===== config.mk =====
export PLATFORM = sky130hd
export DESIGN_NAME = dwc3_front
export DESIGN_NICKNAME = d
export VERILOG_FILES = /design/src/hdl/dwc3_pkg.sv /design/src/hdl/dwc3_front.sv
export SDC_FILE = /design/constraint.sdc
export NUM_CORES = 1
export LEC_CHECK = 0
export BUFFER_PORTS_ARGS = -buffer_cell sky130_fd_sc_hd__buf_2
export CORE_ASPECT_RATIO = 1.1
export CORE_UTILIZATION = 42
export DETAILED_ROUTE_END_ITERATION = 16
export HOLD_SLACK_MARGIN = 0.02
export PLACE_DENSITY = 0.73
export SLEW_MARGIN = 20
export SYNTH_ARGS = -nofsm -noshare
export SYNTH_HDL_FRONTEND = slang
export SYNTH_SLANG_ARGS = --single-unit

===== constraint.sdc =====
create_clock -name clk_i -period 6.5 [get_ports clk_i]
set_input_delay 1.625 -clock clk_i [delete_from_list [all_inputs] [get_ports clk_i]]
set_output_delay 1.625 -clock clk_i [all_outputs]
set_load 0.02 [all_outputs]

===== src/hdl/dwc3_pkg.sv =====
// Package for the depthwise 3x3 convolution block: sizes, register indexes,
// item and command structs. Used by every module of the block but dwc3_ram.
`timescale 1ns / 1ps
`default_nettype none
package dwc3_pkg;

  localparam int CHANNELS     = 64;
  localparam int MAX_OUT_ROWS = 64;
  localparam int MAX_OUT_COLS = 64;

  localparam int KSIZE      = 3;
  localparam int TAPS       = KSIZE * KSIZE;
  localparam int CHAN_W     = (CHANNELS > 1) ? $clog2(CHANNELS) : 1;
  localparam int MAX_DIM    = (MAX_OUT_ROWS > MAX_OUT_COLS) ? MAX_OUT_ROWS : MAX_OUT_COLS;
  localparam int CNT_W      = $clog2(MAX_DIM + 2) + 1;
  localparam int LINE_LEN   = MAX_OUT_COLS + 2;
  localparam int LINE_DEPTH = CHANNELS * LINE_LEN;
  localparam int LINE_AW    = $clog2(LINE_DEPTH);
  localparam int PIX_W      = 16;
  localparam int PROD_W     = 2 * PIX_W;
  localparam int SUM_W      = PROD_W + 4;
  localparam int CFG_IDX_W  = 2;
  localparam int CFG_W      = 7;

  localparam logic [CFG_IDX_W-1:0] REG_STRIDE   = 2'd0;
  localparam logic [CFG_IDX_W-1:0] REG_OUT_ROWS = 2'd1;
  localparam logic [CFG_IDX_W-1:0] REG_OUT_COLS = 2'd2;

  localparam logic OP_WEIGHT = 1'b0;
  localparam logic OP_PIXEL  = 1'b1;

  localparam logic [CHAN_W-1:0] CHAN_LAST = CHAN_W'(CHANNELS - 1);

  typedef struct packed {
    logic                    opcode;
    logic [5:0]              chan;
    logic [3:0]              tap;
    logic signed [PIX_W-1:0] data_value;
  } in_item_t;

  typedef struct packed {
    logic [5:0]              out_chan;
    logic [5:0]              out_row;
    logic [5:0]              out_col;
    logic signed [PIX_W-1:0] out_value;
    logic                    tile_last;
  } out_item_t;

  typedef struct packed {
    logic                    is_pix;
    logic [3:0]              tap;
    logic [CHAN_W-1:0]       chan;
    logic [LINE_AW-1:0]      laddr;
    logic                    emit;
    logic                    last;
    logic [5:0]              orow;
    logic [5:0]              ocol;
    logic signed [PIX_W-1:0] data;
  } cmd_t;

endpackage
`default_nettype wire


===== src/hdl/dwc3_front.sv =====
// Front end: configuration registers, pixel position counters, item
// classification into commands. Depends on dwc3_pkg.
`timescale 1ns / 1ps
`default_nettype none
module dwc3_front
  import dwc3_pkg::*;
(
  input  wire logic                 clk_i,
  input  wire logic                 rst_ni,
  input  wire logic                 in_valid_i,
  input  wire in_item_t             in_data_i,
  output      logic                 in_stall_o,
  input  wire logic                 cfg_we_i,
  input  wire logic [CFG_IDX_W-1:0] cfg_idx_i,
  input  wire logic [CFG_W-1:0]     cfg_data_i,
  input  wire logic                 q_full_i,
  output      logic                 push_o,
  output      cmd_t                 cmd_o
);
  logic [2:0]        stride_q;
  logic [CFG_W-1:0]  rows_q, cols_q;
  logic [CNT_W-1:0]  r_q, r_d, col_q, col_d;
  logic [CHAN_W-1:0] c_q, c_d;
  logic [1:0]        rph_q, rph_d, cph_q, cph_d;
  logic [5:0]        orow_q, orow_d, ocol_q, ocol_d;
  logic [2:0]        s_eff;
  logic [1:0]        s_m1;
  logic [CNT_W-1:0]  nr_eff, nc_eff;
  logic              accept, is_pix, w_ok, emit, last_row, last_col;
  logic              cfg_hit;

  assign in_stall_o = q_full_i;
  assign accept     = in_valid_i && !q_full_i;
  assign is_pix     = (in_data_i.opcode == OP_PIXEL);
  assign w_ok       = (32'(in_data_i.chan) < CHANNELS) && (in_data_i.tap < 4'(TAPS));
  assign push_o     = accept && (is_pix || w_ok);

  always_comb begin
    if (stride_q == 3'd0) begin
      s_eff = 3'd1;
    end else if (stride_q > 3'd4) begin
      s_eff = 3'd4;
    end else begin
      s_eff = stride_q;
    end
    s_m1 = 2'(s_eff - 3'd1);
    if (rows_q == '0) begin
      nr_eff = CNT_W'(1);
    end else if (32'(rows_q) > MAX_OUT_ROWS) begin
      nr_eff = CNT_W'(MAX_OUT_ROWS);
    end else begin
      nr_eff = CNT_W'(rows_q);
    end
    if (cols_q == '0) begin
      nc_eff = CNT_W'(1);
    end else if (32'(cols_q) > MAX_OUT_COLS) begin
      nc_eff = CNT_W'(MAX_OUT_COLS);
    end else begin
      nc_eff = CNT_W'(cols_q);
    end
  end

  assign emit     = (r_q >= CNT_W'(2)) && (rph_q == 2'd0) &&
                    (col_q >= CNT_W'(2)) && (cph_q == 2'd0);
  assign last_row = ((CNT_W+1)'(r_q) + (CNT_W+1)'(s_eff)) >= ((CNT_W+1)'(nr_eff) + (CNT_W+1)'(2));
  assign last_col = ((CNT_W+1)'(col_q) + (CNT_W+1)'(s_eff)) >= ((CNT_W+1)'(nc_eff) + (CNT_W+1)'(2));

  always_comb begin
    cmd_o.is_pix = is_pix;
    cmd_o.tap    = in_data_i.tap;
    cmd_o.chan   = is_pix ? c_q : CHAN_W'(in_data_i.chan);
    cmd_o.laddr  = LINE_AW'(32'(c_q) * LINE_LEN + 32'(col_q));
    cmd_o.emit   = emit;
    cmd_o.last   = emit && last_row && last_col && (c_q == CHAN_LAST);
    cmd_o.orow   = orow_q;
    cmd_o.ocol   = ocol_q;
    cmd_o.data   = in_data_i.data_value;
  end

  // advance the raster position, channel fastest
  always_comb begin
    r_d = r_q;  col_d = col_q;  c_d = c_q;
    rph_d = rph_q;  cph_d = cph_q;  orow_d = orow_q;  ocol_d = ocol_q;
    if (c_q == CHAN_LAST) begin
      c_d = '0;
      if (col_q == nc_eff + CNT_W'(1)) begin
        col_d = '0;  cph_d = '0;  ocol_d = '0;
        if (r_q == nr_eff + CNT_W'(1)) begin
          r_d = '0;  rph_d = '0;  orow_d = '0;
        end else begin
          r_d = r_q + CNT_W'(1);
          if (r_q < CNT_W'(2)) begin
            rph_d = '0;  orow_d = '0;
          end else if (rph_q == s_m1) begin
            rph_d = '0;  orow_d = orow_q + 6'd1;
          end else begin
            rph_d = rph_q + 2'd1;
          end
        end
      end else begin
        col_d = col_q + CNT_W'(1);
        if (col_q < CNT_W'(2)) begin
          cph_d = '0;  ocol_d = '0;
        end else if (cph_q == s_m1) begin
          cph_d = '0;  ocol_d = ocol_q + 6'd1;
        end else begin
          cph_d = cph_q + 2'd1;
        end
      end
    end else begin
      c_d = c_q + CHAN_W'(1);
    end
  end

  assign cfg_hit = cfg_we_i && ((cfg_idx_i == REG_STRIDE) || (cfg_idx_i == REG_OUT_ROWS) ||
                                (cfg_idx_i == REG_OUT_COLS));

  always_ff @(posedge clk_i or negedge rst_ni) begin
    if (!rst_ni) begin
      stride_q <= 3'd1;
      rows_q   <= CFG_W'(64);
      cols_q   <= CFG_W'(64);
      r_q <= '0;  col_q <= '0;  c_q <= '0;
      rph_q <= '0;  cph_q <= '0;  orow_q <= '0;  ocol_q <= '0;
    end else if (cfg_hit) begin
      unique case (cfg_idx_i)
        REG_STRIDE:   stride_q <= cfg_data_i[2:0];
        REG_OUT_ROWS: rows_q   <= cfg_data_i;
        default:      cols_q   <= cfg_data_i;
      endcase
      r_q <= '0;  col_q <= '0;  c_q <= '0;
      rph_q <= '0;  cph_q <= '0;  orow_q <= '0;  ocol_q <= '0;
    end else if (accept && is_pix) begin
      r_q <= r_d;  col_q <= col_d;  c_q <= c_d;
      rph_q <= rph_d;  cph_q <= cph_d;  orow_q <= orow_d;  ocol_q <= ocol_d;
    end
  end
endmodule
`default_nettype wire


After elaboration in Yosys (flattened, before gate mapping)
Cells that the tools add are included.
{"block": "totals", "out_inout_bits": 56, "reg_bits": 55, "input_bits": 41}
{"block": "classes", "multipliers": 1, "n_mux": 45, "n_reduce_logical": 33, "eq_ne": 7, "order_cmp": 10, "n_addsub": 15, "n_bitwise": 1}
{"operator": "two-way mux 6 bit", "count": 17}
{"operator": "two-way mux 8 bit", "count": 9}
{"operator": "adder 8 x 1 -> 8 bit, second input constant", "count": 4}
{"operator": "two-way mux 7 bit", "count": 4}
{"operator": "two-way mux 2 bit", "count": 13}
{"operator": "adder 6 x 1 -> 6 bit, second input constant", "count": 3}
{"operator": "adder 8 x 2 -> 9 bit, second input constant", "count": 2}
{"operator": "adder 8 x 3 -> 9 bit", "count": 2}
{"operator": "greater-or-equal comparator 9 bit", "count": 2}
{"operator": "== test 8 bit", "count": 2}
{"operator": "greater-or-equal comparator 8 x 2 -> 1 bit, second input constant", "count": 2}
{"operator": "< comparator 8 x 2 -> 1 bit, second input constant", "count": 2}
{"operator": "greater-than comparator 7 bit, second input constant", "count": 2}
{"operator": "logical NOT 7 bit", "count": 2}
{"operator": "adder 13 x 8 -> 13 bit", "count": 1}
{"operator": "multiplier 6 x 6 -> 12 bit, second input constant", "count": 1}
{"operator": "logical AND 1 bit", "count": 10}
{"operator": "AND reduction 2 bit", "count": 4}
{"operator": "nonzero test 4 bit", "count": 2}
{"operator": "== test 6 bit, second input constant", "count": 1}
{"operator": "logical NOT 2 bit", "count": 3}
{"operator": "two-way mux 3 bit", "count": 2}
{"operator": "AND reduction 3 bit", "count": 2}
{"operator": "nonzero test 2 bit", "count": 3}
{"operator": "13 further kinds", "count": 17}

Logic depth before layout (Yosys ltp)
{"block": "depth", "ltp_word": 12, "mapped_depth": 13}

Worst setup path after synthesis
OpenSTA, ideal clock, no wires.
{"block": "synth_path", "kind": "register to output", "from": "register stride_q[2]", "to": "output cmd_o[28] (netlist bit)", "stages_incl_launch_ff": 12, "setup_slack_ns": 2.050, "required_ns": 4.875, "arrival_time_ns": 2.825, "cell_sequence": "dfrtp_1 -> nor2b_1 -> ha_1 -> a21o_1 -> a21oi_1 -> nor2_1 -> xnor2_1 -> ha_1 -> o21ai_0 -> o21ai_0 -> o211ai_1 -> a211oi_1"}
{"item": "start: declaration", "line_no": "dwc3_front.sv:20", "rtl": "logic [2:0] stride_q;"}
{"item": "start signal: assignment", "line_no": "dwc3_front.sv:127", "rtl": "REG_STRIDE: stride_q <= cfg_data_i[2:0];"}
{"item": "end: declaration", "line_no": "dwc3_front.sv:18", "rtl": "output cmd_t cmd_o"}

==> metrics <==
status finished clean; count leader, synth dfrtp_1; sequential share of power 0.365; Max-cap violations 0; Synth top cells by count 52 x dfrtp_1, 46 x ha_1, 41 x nand2_1, 41 x nor2_1, 32 x xnor2_1; core area 11500 µm²; EDFF count, synth 0; Post-Route WL 11.7 mm; CP Launch Type register; wire per inst 15.7 µm; Hold Crit Depth 1; hold wc startpoint orow_q[5]; fillers 1066; Worst VDD drop 131 µV; drt pass-1 iters 4; CTS root buffer clkbuf_16; vias per std cell 5.71; FP Rows 41; YS warnings 0; Synth async-reset ratio 1.00; GRT Util Overall 0.198; xor-xnor portion of the synthesized cell area 0.0785; first-pass GRT wire length 19.7 mm; Num CTS Buffers 5; Post CTS Setup Buffer Count 0; antenna violations before repair 0; clock period minus worst slack 5030 ps; H-tree levels 2; storage element area 1380 µm²; clk sinks 55; crit end category output port; width of the die 106 µm; Simple-Gate Fraction of Synth Area 0.193; Final setup viols 0; Synth Instances 570; Netlist cell types 63; worst slew pin tran 875 ps; Die Y 117 µm; Worst EP arrival 3410 ps; worst reg2reg endpoint orow_q[1]; Slew Viols, Final 0; drt drc 0; CTS tree built; CP cell instances nor2b_1, ha_1, a21o_1, a21oi_1, nor2_1, xnor2_1, ha_1, o21ai_0, o21ai_0, o211ai_1, a211oi_1, buf_2; R2R setup slack 3140 ps; post-cts gate resize count 0; area share of fa/ha/maj cells after synthesis 0.127; CP max stage cell nor2b_1; Net Sw Frac 0.404; Final Total Pwr 1.33 mW; RR Startpoint cols_q[2]; hpwl dp 8.87 mm; Clock Skews 8.07 ps; share of post-route cells with drive strength above 1 0.195; I/O Buffers 64; Routed Antenna Nets 0; pin count of the biggest net entering global routing 56; Avg Inst Size Synth 8.80 µm²; worst-case clock buffer depth 2; Main synth FF type dfrtp_1; Final Net Count 684; TNS Setup 0 ps; Critical Path Fanout Max 9; Seq/Total Area, Yosys 0.275; Synth-to-Final Area Change 7.03%; Ports 97; grt ovf 0; Largest stage delay, worst path 490 ps; Internal 0.793 mW; Final Core Density 0.465; worst hold path type register to register; Initial Utilization 0.435; GPL Wtd Cong 0.942; worst skew pair latency 300 ps; Slew headroom 0.417; Hold Buf Count CTS 0; f_max 199 MHz; die area 12400 µm²; DRT iter0 DRCs 216; synth top area cells dfrtp_1 26%, ha_1 11%, xnor2_1 5.6%; vias in the first global route 4195; logic gate share of total power 0.420; clock network power share 0.215; hold endpoint orow_q[5]; Final Cycle Share 0.774; pwr dens 248 nW/µm²; RSZ-0062 raised after global routing false; Final Hold Vio Count 0; mux contribution to synthesized area 0.0598; Synth area leader dfrtp_1; top cell type's share of synthesized area 0.259; footprint of the multi-input gates 3210 µm²; Worst EP required 4880 ps; synthesized flop and latch total 55; critical path class register to output port; diode count 0; NetSw 0.539 mW; main combinational cell family by area after synthesis simple AND/OR/NAND/NOR gates; area of the mapped netlist 5020 µm²; r2r worst-path depth 10; Clk pin slew, worst setup/hold paths 70 ps; Vias 4256; leak pwr 2.51 nW; Synth Area in Compound Gates 0.180
cells by family after synthesis:
family / Yosys count
compound gates: 129
xor+xnor: 45
fa+ha+maj: 49
buf+inv: 79
flops: 55
mux: 27
other cells: 1
simple gates: 185
cells in the final DEF, fill, tap and decap left out, types with 21 or more instances in the layout:
master   instances
a21oi_1         23
buf_2           64
o21ai_0         21
mux2_2          24
dfrtp_1         52
xnor2_1         32
nand2_1         41
nor2_1          41
inv_1           29
ha_1            46
per-layer routing:
layer,wire length (µm),vias to the layer above,share of wire,track usage
met2,5990,123,0.51,0.373
met1,4800,2050,0.41,0.228
met3,659,19,0.056,0.0290
met4,238,0,0.020,0.0731
li1,-,2064,-,-
met5,0,-,0,0
power groups by stage:
stage	sequential [mW]	clock [mW]	combinational, mW
global placement	0.487	0	0.535
finish	0.486	0.286	0.559
global route	0.497	0.307	0.635
floorplan	0.441	0	0.489
detailed placement	0.490	0	0.554
CTS	0.484	0.296	0.563
through the flow:
step / instance area, µm² / worst slack (ps) / hold WS [ps] / cells
3_5_place_dp: 5220 / 1770 / 480 / 737
5_1_grt: 5370 / 1160 / 546 / 745
4_1_cts: 5370 / 1440 / 494 / 745
6_report: 5370 / 1470 / 496 / 745
2_1_floorplan: 5020 / 2050 / 512 / 571
3_3_place_gp: 5220 / 1930 / 474 / 737
layout make-up:
class,instances,area share
clock buffer,6,0.0259
clock inverter,2,0.00256
inverter,29,0.0203
multi-input combinational,437,0.597
sequential,55,0.257
tap,150,0.0349
timing repair buffer,66,0.0624
flip-flops by register name, indices dropped and copies added, names as in the netlist:
signal / cells
col_q: 8
r_q: 8
cols_q: 7
rows_q: 7
c_q: 6
ocol_q: 6
orow_q: 6
stride_q: 3
cph_q: 2
rph_q: 2
critical path, delay by kind of cell (launching register included):
family | cells | cell delay (ps)
compound gates | 6 | 1040
buf+inv | 1 | 230
fa+ha+maj | 2 | 620
simple gates | 2 | 600
flops | 1 | 470
xor+xnor | 1 | 150
worst max-delay path by stage:
stage / end / start / slack [ps]
6_report: cmd_o[28] / stride_q[2] / 1470
3_3_place_gp: cmd_o[28] / stride_q[2] / 1930
4_1_cts: cmd_o[28] / stride_q[2] / 1440
2_1_floorplan: cmd_o[28] / stride_q[2] / 2050
5_1_grt: cmd_o[28] / stride_q[2] / 1160
3_5_place_dp: cmd_o[28] / stride_q[2] / 1770
Power figures use the tool's default switching activity.
