==> src/hdl/dwc3_pkg.sv <==
// Package for the depthwise 3x3 convolution block: sizes, register indexes,
// item and command structs. Used by every module of the block but dwc3_ram.
`timescale 1ns / 1ps
`default_nettype none
package dwc3_pkg;

  localparam int CHANNELS     = 64;
  localparam int MAX_OUT_ROWS = 64;
  localparam int MAX_OUT_COLS = 64;

  localparam int KSIZE      = 3;
  localparam int TAPS       = KSIZE * KSIZE;
  localparam int CHAN_W     = (CHANNELS > 1) ? $clog2(CHANNELS) : 1;
  localparam int MAX_DIM    = (MAX_OUT_ROWS > MAX_OUT_COLS) ? MAX_OUT_ROWS : MAX_OUT_COLS;
  localparam int CNT_W      = $clog2(MAX_DIM + 2) + 1;
  localparam int LINE_LEN   = MAX_OUT_COLS + 2;
  localparam int LINE_DEPTH = CHANNELS * LINE_LEN;
  localparam int LINE_AW    = $clog2(LINE_DEPTH);
  localparam int PIX_W      = 16;
  localparam int PROD_W     = 2 * PIX_W;
  localparam int SUM_W      = PROD_W + 4;
  localparam int CFG_IDX_W  = 2;
  localparam int CFG_W      = 7;

  localparam logic [CFG_IDX_W-1:0] REG_STRIDE   = 2'd0;
  localparam logic [CFG_IDX_W-1:0] REG_OUT_ROWS = 2'd1;
  localparam logic [CFG_IDX_W-1:0] REG_OUT_COLS = 2'd2;

  localparam logic OP_WEIGHT = 1'b0;
  localparam logic OP_PIXEL  = 1'b1;

  localparam logic [CHAN_W-1:0] CHAN_LAST = CHAN_W'(CHANNELS - 1);

  typedef struct packed {
    logic                    opcode;
    logic [5:0]              chan;
    logic [3:0]              tap;
    logic signed [PIX_W-1:0] data_value;
  } in_item_t;

  typedef struct packed {
    logic [5:0]              out_chan;
    logic [5:0]              out_row;
    logic [5:0]              out_col;
    logic signed [PIX_W-1:0] out_value;
    logic                    tile_last;
  } out_item_t;

  typedef struct packed {
    logic                    is_pix;
    logic [3:0]              tap;
    logic [CHAN_W-1:0]       chan;
    logic [LINE_AW-1:0]      laddr;
    logic                    emit;
    logic                    last;
    logic [5:0]              orow;
    logic [5:0]              ocol;
    logic signed [PIX_W-1:0] data;
  } cmd_t;

endpackage
`default_nettype wire

==> src/hdl/dwc3_queue.sv <==
// Two-entry command queue between front and back end.
// Depends on dwc3_pkg.
`timescale 1ns / 1ps
`default_nettype none
module dwc3_queue
  import dwc3_pkg::*;
(
  input  wire logic clk_i,
  input  wire logic rst_ni,
  input  wire logic push_i,
  input  wire cmd_t cmd_i,
  input  wire logic pop_i,
  output      logic full_o,
  output      logic empty_o,
  output      cmd_t head_o
);
  cmd_t       slot_q [2];
  logic       wp_q, rp_q;
  logic [1:0] cnt_q;

  assign full_o  = (cnt_q == 2'd2);
  assign empty_o = (cnt_q == 2'd0);
  assign head_o  = slot_q[rp_q];

  always_ff @(posedge clk_i) begin
    if (push_i) begin
      slot_q[wp_q] <= cmd_i;
    end
  end

  always_ff @(posedge clk_i or negedge rst_ni) begin
    if (!rst_ni) begin
      wp_q <= 1'b0;  rp_q <= 1'b0;  cnt_q <= 2'd0;
    end else begin
      if (push_i) wp_q <= ~wp_q;
      if (pop_i)  rp_q <= ~rp_q;
      cnt_q <= cnt_q + 2'(push_i) - 2'(pop_i);
    end
  end
endmodule
`default_nettype wire

==> config.mk <==
export PLATFORM = sky130hd
export DESIGN_NAME = dwc3_queue
export DESIGN_NICKNAME = d
export VERILOG_FILES = /design/src/hdl/dwc3_pkg.sv /design/src/hdl/dwc3_queue.sv
export SDC_FILE = /design/constraint.sdc
export NUM_CORES = 1
export LEC_CHECK = 0
export ABC_AREA = 0
export BUFFER_PORTS_ARGS = -buffer_cell sky130_fd_sc_hd__buf_2
export CAP_MARGIN = 30
export CORE_MARGIN = 2
export CORE_UTILIZATION = 55
export CTS_CLUSTER_DIAMETER = 120
export DETAILED_ROUTE_END_ITERATION = 7
export PLACE_DENSITY = 0.94
export SYNTH_ARGS = -nofsm -noshare
export SYNTH_HDL_FRONTEND = slang
export SYNTH_SLANG_ARGS = --single-unit
==> constraint.sdc <==
create_clock -name clk_i -period 7.2 [get_ports clk_i]
set_clock_uncertainty 0.05 [all_clocks]
set_input_delay 2.16 -clock clk_i [delete_from_list [all_inputs] [get_ports clk_i]]
set_output_delay 2.16 -clock clk_i [all_outputs]
set_load 0.05 [all_outputs]
* Word level (Yosys, flattened, before mapping)
Memories as Yosys holds them, arrays and structs flattened. Index checks and enable logic that the tools add are counted.
Cells by class: add/subtract/negate cells 2, multiply operators 0, divide/modulo/power cells 0, order comparisons 0, equality and inequality tests 1, shift-type cells 0, multiplexer cells 2, bitwise logic cells 2, reductions and logical operators 1
Operator list (number):
- adder 2 x 1 -> 2 bit | 1
- == test 2 bit (second input constant) | 1
- zero test 2 bit | 1
- two-way mux 1 bit | 2
- inverter 1 bit | 2
- subtractor 2 x 1 -> 2 bit | 1
Word-level totals: flip-flop bits (word level) 4, bits in latches 0, bits in writable memories 108, memory bits (read-only) 0, bits of input ports 58, output and inout bits 56, logic and storage cells 12, memories kept 1
Memory list:
- slot_q | depth 2, width 54, read ports 1, clocked after Yosys merged registers in 0, wr ports 1, RTL line dwc3_queue.sv:17 | cmd_t slot_q [2];

* Logic depth before layout (Yosys ltp)
Gate-level depths: netlist of run 1.
word-level depth 2, gate-level depth with buffers 5, mapped depth without buffers 5

* Worst setup path after synthesis of run 1
No wires, ideal clock.
path kind input to register, start input port push_i, end memory slot_q[0][0] (netlist name) (enable), setup time 472 ps, data arrival time 4547 ps, data required time 6678 ps, path slack 2130 ps, stages on the path 1, cells stage by stage nor2b_1
Between the ends: cells in the longest elaborated chain, start to end 2
Ends and longest elaborated chain:
- start, declared | RTL line dwc3_queue.sv:10 | input wire logic push_i,
- two-way mux 1 bit | RTL line dwc3_queue.sv:26 | if (push_i) begin
- two-way mux 1 bit (implied by the code) | RTL line dwc3_queue.sv:27 | slot_q[wp_q] <= cmd_i;
- end, declared | RTL line dwc3_queue.sv:17
No other way between the ends.

==> impl_results.md, run 1 <==
* Reg2reg setup slack at roughly 5.4 ns
* DPL Wire Length at between 4 and 5 mm
* Gate Count Post-Synth at between 150 and 200
* Overflow after GRT at 0
* PnR worst setup slack at about 3.2 ns
* Async set-reset flop share out of synthesis at between 3 and 4%
* Final Cycle Share at between 50% and 60%
* Worst-path clk slew at ~0.080 ns
* Fin nets at approximately 360
* Number of cells on the critical path at 3
* CORE AREA at between 0.007 and 0.008 sq mm
* Sum Neg Setup Slack at 0 ns
* Flops & latches, synth at about 110
* Vias in the first global route at between 1,500 and 2,000
* Synth Flop Type: edfxtp_1
* Worst hold path type: register to register
* CP startpoint kind: register
* Via total after detailed routing at 2,004
* Ports at roughly 110
* Row cnt at 32
* Post-synthesis cell type count at 13
* Share of the synthesized area in the top cell type at between 70% and 80%
* EDFF count, synth at around 110
* Initial Utilization at a little under three fifths
* Worst-Skew Late Latency at roughly 0.34 ns
* WHS at between 0.5 and 0.6 ns
* Outcome: finished, final reports clean
* Syn Area/Cell at 23.7 sq um
* Worst path cell trace: buf_16, mux2_2, buf_2
* P per Cell Area at between 400 and 500 mW/mm^2
* Routability cong. at around 0.66
* Non-Filler Instances at a little over 400
* Top-count cell post-synth: edfxtp_1
* First-pass GRT wire length at approximately 9.6 mm
* CP top delay family: buffers and inverters
* IO buf count at 113
* Peak supply drop at approximately 250 uV
* Cell accounting for the most synthesized area: edfxtp_1
* Post-layout minimum cycle time at roughly 4.0 ns
* Post-DRT Antenna Nets at 0
* Worst r2r path cells at 2
* Root buffer cell: clkbuf_8
* TritonCTS buffer count at 9
* Worst reg2reg path startpoint: wp_q
* Crit Path Category: register to output port
* Die ar. at 0.00862 sq mm
* Beginning of the critical path: rp_q
* H-Tree Level Count at 3
* Least-Margin Pin Slew at around 0.53 ns
* Critical Path End Type: output port
* CTS sink cnt at 112
* Slowest cell delay on critical path at 0.52 ns
* Post-CTS Repair Setup Buffers at 0
* Routed len/inst at approximately 16 microns
* Worst path slowest cell: dfrtp_4
* Setup crit end: head_o[53]
* Warnings from Yosys at 0
* Die Wd at between 90 and 100 microns
* Synth top cells by count: edfxtp_1 (108), mux2_4 (49), buf_12 (5), mux2_2 (5), dfrtp_1 (4)
* RSZ-0062 raised after global routing: false
* Fillers at ~530
* Post-Place Setup Slack at around 3.2 ns
* Worst r2r dst: slot_q[1][17]
* Layout area overhead at 19.5%
* Longest Clk Path Bufs at 2
* Area after DPL at between 0.004 and 0.005 sq mm
* Pin count of the biggest net entering global routing at 56
* Residual DRC at 0
* Max-slew headroom at 64.6%
* Arrival @ worst endpoint at roughly 1.8 ns
* Drt total wl at 6.48 mm
* Setup violators final at 0
* DRT iter0 DRCs at 66
* Lkg Pwr at ~2.1 nW
* Mapped Nets at about 240
* Via/cell ratio at approximately 5
* Mapped Area at roughly 0.0043 sq mm
* DR pass1 iterations at 4
* Die boundary height at 92.9 microns
* Sequential share of the synthesized area at 77.0%
* Hold Vio Cnt, Final at 0
* Crit path max fanout at 50
* Finished Cell Area at 0.00519 sq mm
* Antenna cells at 0
* Fmax at 248 MHz
* Worst Path Required at ~5.0 ns
* CTS resizes at 0
* Placed cells at a little under 400
* Initial antenna violation count at 0
* Top cells by area, synth: edfxtp_1 (75%), mux2_4 (17%), buf_12 (2.3%)
* Clock tree from TritonCTS: yes
* Share of cells above drive strength 1 at approximately 60%
* Total Routing Usage GR at 15.2%
* Max cap viols at 0
* # hold bufs at CTS at 0
* Max Transition Viols Final at 0
* CP Buf/Inv Count at 2
==> routing by layer <==
layer | track usage [%] | wire length (microns)
met1 | 17.8 | 2560
met2 | 26.3 | 3410
met5 | 0 | 0
met3 | 5.13 | 418
met4 | 4.90 | 90
==> logic make-up (layout without fill, tap and decap cells) <==
logic type | after synthesis | after routing | share of synthesized area, %
buffers and inverters | 8 | 133 | 2.74
adders and majority gates | 2 | 2 | 0.576
muxes | 54 | 54 | 18.2
and+or+nand+nor | 4 | 4 | 0.519
DFF | 112 | 112 | 77.0
xor gates and xnor gates | 3 | 3 | 0.951
==> state kept, by name (all words and copies together), names as in the netlist <==
name    cells
wp_q        1
cnt_q       2
slot_q    108
rp_q        1
==> per-stage QoR <==
step | utilization [%] | total power [mW]
finish | 67.5 | 2.35
global placement | 64.4 | 1.96
CTS | 67.1 | 2.36
global route | 67.5 | 2.44
floorplan | - | 1.85
detailed placement | 64.4 | 1.99
==> worst min-delay path by stage <==
stage | from | end | slack [ns] | cells after the start
CTS | wp_q | wp_q | 0.51 | 1
global route | wp_q | wp_q | 0.54 | 1
detailed placement | wp_q | wp_q | 0.50 | 1
finish | wp_q | wp_q | 0.51 | 1
floorplan | wp_q | wp_q | 0.41 | 1
global placement | wp_q | wp_q | 0.47 | 1
==> worst reg2reg max path, cell delays in order (launching register included) <==
cell,delay (ns)
dfrtp_1,0.43
and2_2,0.41
buf_4,0.52
==> layout make-up <==
class                      instances  area [sq um]  area share, %
tap                              102           128           2.46
multi-input combinational         63           890           17.1
timing repair buffer             116           608           11.7
clock buffer                       9           124           2.39
clock inverter                     6          85.1           1.64
sequential                       112          3350           64.5
inverter                           2          7.51          0.145
==> report_power, final <==
group	switching, mW	internal [mW]	leakage (nW)
combinational	0.708	0.346	0.956
clock	0.185	0.193	0.104
sequential	0.0487	0.868	1.06
==> cell usage in the layout (no fill, tap or decap) <==
| cell type | synthesis | routed |
|---|---|---|
| edfxtp_1 | 108 | 108 |
| mux2_4 | 49 | 49 |
| mux2_2 | 5 | 5 |
| inv_1 | 2 | 2 |
| nor2b_4 | 0 | 1 |
| dfrtp_1 | 4 | 3 |
| dfrtp_4 | 0 | 1 |
| buf_4 | 0 | 2 |
| buf_16 | 0 | 1 |
| xor3_1 | 1 | 1 |
| clkinv_1 | 0 | 2 |
| clkinv_4 | 0 | 2 |
| nor2_1 | 1 | 1 |
| and2_2 | 0 | 1 |
| xor2_1 | 2 | 2 |
| nor2b_1 | 2 | 1 |
| clkbuf_8 | 0 | 9 |
| bufinv_16 | 0 | 2 |
| buf_2 | 0 | 113 |
| ha_1 | 2 | 2 |
No activity file was read; power rests on OpenSTA's default activity.
==> inputs of run 2 (changes only) <==
- CORE_UTILIZATION: 55 -> 47
- PLACE_DENSITY: 0.94 -> 0.86
- clock period: 7.2 -> 3.7 ns (I/O delays scaled with it)
==> run 2 against run 1 <==
Critical path depth stayed put. Utilization fell by 10 points. Sequential cell count did not move. Critical path type unchanged. Critical endpoint is now head_o[23]. Largest cell class unchanged. Largest power group unchanged.
==> impl_results.md, run 2 (synthesis results as in run 1) <==
* Outcome: finished, final reports clean
* First-pass GRT wire length at 10.2 mm (+6.9%)
* Routability cong. at 0.630 (-4.3%)
* Sum Neg Setup Slack at 0 ns (unchanged)
* Layout area overhead at 19.8%
* Hold Vio Cnt, Final at 0 (unchanged)
* Crit Path Category: register to output port
* Worst Path Required at 2.54 ns (-2.45 ns)
* Number of flip-flops in the largest register at 108 (unchanged)
* Finished Cell Area at 0.00520 sq mm (+0.27%)
* CTS sink cnt at 112 (unchanged)
* Post-DRT Antenna Nets at 0 (unchanged)
* Area after DPL at 0.00500 sq mm (+1.0%)
* End-of-flow core utilization at 57.1% (-10 points)
* Arrival @ worst endpoint at 1.96 ns (+0.14 ns)
* Largest registers: slot_q (108), cnt_q (2)
* Sw Ratio at 40.2% (+0.090 points)
* Post-CTS Repair Setup Buffers at 0 (unchanged)
* Total Routing Usage GR at 13.7% (-1.5 points)
* DRT iter0 DRCs at 62 (-6.1%)
* Routed len/inst at 16.1 microns (+1.6%)
* # hold bufs at CTS at 0 (unchanged)
* Longest Clk Path Bufs at 2 (unchanged)
* Ports at 114 (unchanged)
* H-Tree Level Count at 3 (unchanged)
* Die boundary height at 100 microns (+7.8%)
* Worst-path clk slew at 0.09 ns (about the same)
* Top reg by flops: slot_q
* Most frequent cells in the layout: buf_2 (113), edfxtp_1 (108), mux2_4 (49)
* CORE AREA at 0.00911 sq mm (+18%)
* P_int at 2.73 mW (+94%)
* Post-layout minimum cycle time at between 3 and 4 ns
* Drt total wl at 6.73 mm (+3.9%)
* Share of cells above drive strength 1 at 60.4% (unchanged)
* Vias in the first global route at 2,071 (+4.1%)
* Root buffer cell: clkbuf_8
* Clock share of power at 16.1% (about the same)
* Fmax at ~320 MHz
* Commonest non-fill, non-tap cell in the layout: buf_2
* Switching power total at 1.84 mW (+95%)
* Placed cells at 405 (+2.8%)
* Antenna cells at 0 (unchanged)
* DR pass1 iterations at 4 (unchanged)
* Crit path max fanout at 28 (-44%)
* Worst hold path type: input port to async pin
* Row cnt at 35 (+9.4%)
* Lkg Pwr at 2.12 nW (-0.14%)
* Peak supply drop at 574 uV (+130%)
* IO buf count at 113 (unchanged)
* Non-Filler Instances at 419 (+2.2%)
* Max cap viols at 0 (unchanged)
* RSZ-0062 raised after global routing: false
* Initial antenna violation count at 1 (+1)
* Via/cell ratio at 4.84 (-0.88%)
* Least-Margin Pin Slew at 0.708 ns (+0.177 ns)
* Via total after detailed routing at 2,030 (+1.3%)
* Final Cycle Share at 84.4%
* Fin nets at 365 (+0.27%)
* Max-slew headroom at 52.8% (-12 points)
* CTS resizes at 0 (unchanged)
* CP startpoint kind: register
* TritonCTS buffer count at 9 (unchanged)
* Die ar. at 0.0100 sq mm (+16%)
* Max Transition Viols Final at 0 (unchanged)
* Comb power frac at 43.8% (-1.1 points)
* Sequential share of power at 40.1% (+1.1 points)
* Initial Utilization at 47.7% (-8.8 points)
* P per Cell Area at 879 mW/mm^2 (+94%)
* Pin count of the biggest net entering global routing at 29 (-48%)
* Setup violators final at 0 (unchanged)
* Overflow after GRT at 0 (unchanged)
* Worst-Skew Late Latency at 0.34 ns (about the same)
* Critical Path End Type: output port
* Residual DRC at 0 (unchanged)
* Die Wd at 100 microns (+7.8%)
* Clock tree from TritonCTS: yes
==> run 2: layer usage <==
metal / part of all wire [%] / track usage [%]
met1: 41 / 17.1
met2: 50 / 22.0
met3: 7.6 / 5.71
met4: 1.0 / 3.79
met5: 0.19 / 0
==> run 2: path summary, 6_finish.rpt <==
path                        start             to  slack (ns)  cells after the start
max in group asynchronous  rst_ni           rp_q        2.96                      1
setup / recovery             rp_q     head_o[23]        0.58                      3
min in group clk_i           wp_q           wp_q        0.50                      1
setup reg to reg             wp_q  slot_q[1][14]        1.97                      2
hold reg to reg              wp_q           wp_q        0.50                      1
hold / removal             rst_ni           wp_q        0.50                      1
==> run 2: power by group through the flow <==
stage	Combinational, mW	Clock [mW]	Sequential [mW]
2_1_floorplan	1.83	0	1.77
6_report	2.00	0.737	1.83
5_1_grt	2.09	0.814	1.86
3_5_place_dp	2.03	0	1.87
3_3_place_gp	2.01	0	1.85
4_1_cts	2.03	0.761	1.84
==> run 2: final cells by class <==
class                      instances  area [sq um]
clock buffer                      10           128
timing repair buffer             117           621
multi-input combinational         63           890
inverter                           2          7.51
sequential                       112          3350
fill                             716          3910
tap                              111           139
clock inverter                     4          71.3
==> run 2: critical path, stage by stage, from the launching register on <==
cell and delay, ns:
dfrtp_4 0.76, buf_12 0.30, mux2_4 0.32, buf_2 0.21
==> run 2: per-stage QoR <==
step                worst slack [ns]  hold slack, ns  total power, mW
finish                         0.579           0.496             4.57
global route                   0.464           0.478             4.77
CTS                            0.516           0.479             4.64
detailed placement             0.913           0.481             3.90
global placement               0.933           0.472             3.86
floorplan                      0.689           0.423             3.60
==> inputs of run 3 (changes only) <==
- ABC_AREA: 0 -> 1
- CORE_UTILIZATION: 47 -> 52
- PLACE_DENSITY: 0.86 -> 0.9
- clock period: 3.7 -> 3.2 ns (I/O delays scaled with it)
==> run 3 against run 2 <==
Sequential power rose by 14%. Power up 17%. Sequential share of layout area up 0.96 points. Global-route usage rose by 3.0 points. Non-clock buffer count grew 1. Hold slack lost 0.15 ns. Final cell count is 27% higher. Count of clock-buffer cells in the layout unchanged. Routed wire length increased by 6.9%. Clock power increased by 19%. Largest cell class unchanged. Highest routed layer is now met4.
==> impl_results.md, run 3 <==
* Outcome: finished, final reports clean
* CTS resizes at 0 (unchanged)
* Root buffer cell: clkbuf_8
* Lkg Pwr at 2.23 nW (+5.3%)
* Overflow after GRT at 0 (unchanged)
* Arrival @ worst endpoint at 1.79 ns (-0.17 ns)
* Synth Flop Type: edfxtp_1
* Post-CTS Repair Setup Buffers at 0 (unchanged)
* Top cells by area, synth: edfxtp_1 (77%), inv_1 (5.4%), nand2_1 (5.3%)
* Gate Count Post-Synth at 307 (+68%)
* Least-Margin Pin Slew at 0.655 ns (-0.0531 ns)
* Ports at 114 (unchanged)
* Routed len/inst at 13.5 microns (-16%)
* Via total after detailed routing at 2,542 (+25%)
* Worst-Skew Late Latency at 0.34 ns (about the same)
* Max Transition Viols Final at 0 (unchanged)
* Drt total wl at 7.19 mm (+6.9%)
* Most frequent cells in the layout: buf_2 (113), edfxtp_1 (108), inv_1 (60), nand2_1 (60), o21ai_0 (43)
* EDFF count, synth at 108 (unchanged)
* Fin nets at 484 (+33%)
* Crit Path Category: register to output port
* Sum Neg Setup Slack at 0 ns (unchanged)
* Total Routing Usage GR at 16.6% (+3.0 points)
* Sw Ratio at 46.4% (+6.2 points)
* Hold Vio Cnt, Final at 0 (unchanged)
* RSZ-0062 raised after global routing: false
* Antenna cells at 0 (unchanged)
* Sequential share of power at 38.9% (-1.2 points)
* Post-layout minimum cycle time at roughly 2.8 ns
* Longest Clk Path Bufs at 2 (unchanged)
* Commonest non-fill, non-tap cell in the layout: buf_2
* Switching power total at 2.49 mW (+36%)
* Critical Path End Type: output port
* Number of flip-flops in the largest register at 108 (unchanged)
* Top reg by flops: slot_q
* Clock share of power at 16.3% (+0.2 points)
* DR pass1 iterations at 4 (unchanged)
* CP startpoint kind: register
* Row cnt at 32 (-8.6%)
* Die Wd at 94.2 microns (-5.9%)
* DPL Wire Length at around 5.0 mm
* Pin count of the biggest net entering global routing at 53 (+83%)
* Async set-reset flop share out of synthesis at 3.57% (unchanged)
* Initial antenna violation count at 0 (-1)
* Comb power frac at 44.8% (+1.0 points)
* Post-synthesis cell type count at 14 (+1)
* Worst Path Required at 2.19 ns (-0.35 ns)
* Top-count cell post-synth: edfxtp_1
* Syn Area/Cell at 13.8 sq um (-42%)
* Setup violators final at 0 (unchanged)
* Flops & latches, synth at 112 (unchanged)
* Warnings from Yosys at 0 (unchanged)
* P_int at 2.88 mW (+5.2%)
* Max-slew headroom at 56.3% (+3.5 points)
* Mapped Area at 0.00423 sq mm (-2.6%)
* P per Cell Area at 1050 mW/mm^2 (+19%)
* DRT iter0 DRCs at 128 (+110%)
* Worst hold path type: input port to async pin
* Via/cell ratio at 4.79 (-1.2%)
* Share of the synthesized area in the top cell type at 76.7% (+2.0 points)
* CTS sink cnt at 112 (unchanged)
* CORE AREA at 0.00781 sq mm (-14%)
* H-Tree Level Count at 3 (unchanged)
* Share of cells above drive strength 1 at 32.9% (-28 points)
* Worst-path clk slew at 0.09 ns (about the same)
* IO buf count at 113 (unchanged)
* Cell accounting for the most synthesized area: edfxtp_1
* Routability cong. at 0.709 (+12%)
* First-pass GRT wire length at 10.9 mm (+6.7%)
* Die ar. at 0.00887 sq mm (-11%)
* Layout area overhead at 21.2%
* Clock tree from TritonCTS: yes
* Vias in the first global route at 2,409 (+16%)
* Mapped Nets at 367 (+51%)
* Die boundary height at 94.2 microns (-5.9%)
* WHS at 0.350 ns (-0.147 ns)
* Final Cycle Share at just under 90%
* Peak supply drop at 808 uV (+41%)
* Post-DRT Antenna Nets at 0 (unchanged)
* Fmax at 357 MHz
* Initial Utilization at 54.2% (+6.5 points)
* Max cap viols at 0 (unchanged)
* Sequential share of the synthesized area at 79.0% (+2.0 points)
* TritonCTS buffer count at 9 (unchanged)
* Residual DRC at 0 (unchanged)
* # hold bufs at CTS at 0 (unchanged)
* Synth top cells by count: edfxtp_1 (108), inv_1 (61), nand2_1 (60)
* Crit path max fanout at 52 (+86%)
* Largest registers: slot_q (108), cnt_q (2)
-- run 3: cell types whose count changed after synthesis, sizes merged --
cell	change
nand3	+1
nor2	+2
mux2	-54
buf	+6
nand2	+60
xor3	-1
o21ai	+54
and2	-1
nor2b	-2
inv	+59
-- run 3: worst max-delay path, stage by stage, from the launching register on --
cell and delay [ns]:
dfrtp_4 0.63, buf_12 0.24, o21ai_0 0.25, buf_2 0.31
-- run 3: per-stage QoR --
stage               total power, mW  cells  instance area [sq um]  util (%)  setup slack [ns]
global route                   5.65    531                   5130      65.7             0.239
finish                         5.37    531                   5130      65.7             0.397
global placement               4.49    515                   4920      63.0             0.770
detailed placement             4.55    515                   4920      63.0             0.759
floorplan                      4.00    307                   4230         -             0.348
CTS                            5.42    531                   5130      65.7             0.373
-- run 3: final timing paths --
path | from | to | slack [ns] | cells after the start
worst max-delay path | rp_q | head_o[38] | 0.40 | 3
min in group clk_i | wp_q | wp_q | 0.53 | 1
worst max register to register | wp_q | slot_q[1][3] | 1.55 | 3
max in group asynchronous | rst_ni | rp_q | 2.61 | 1
worst min-delay path | rst_ni | cnt_q[1] | 0.35 | 1
worst min register to register | wp_q | wp_q | 0.53 | 1
-- run 3: kinds of logic after synthesis --
kind of cell,after synthesis,synth area share (%)
flops,112,79.0
buf+inv,73,7.34
simple gates,64,5.71
compound gates,54,6.92
xor+xnor,2,0.414
fa+ha+maj,2,0.591
-- run 3: power groups by stage --
stage / registers [mW] / clock network [mW] / logic (mW)
floorplan: 2.05 / 0 / 1.95
global placement: 2.10 / 0 / 2.39
detailed placement: 2.12 / 0 / 2.42
CTS: 2.09 / 0.896 / 2.43
global route: 2.12 / 0.967 / 2.57
finish: 2.09 / 0.877 / 2.40
-- run 3: final cells by class --
class                      instances  area [sq um]
clock inverter                     6          82.6
inverter                          61           229
timing repair buffer             118           628
tap                              102           128
clock buffer                      10           128
sequential                       112          3350
fill                             580          2680
multi-input combinational        122           584
-- run 3: metal layers --
layer	global-route usage (%)	vias to the layer above	routed length, microns
met2	29.8	76	3840
met1	19.4	1194	2840
met3	4.74	11	414
met4	5.07	0	98
met5	0	-	0
li1	-	1261	-
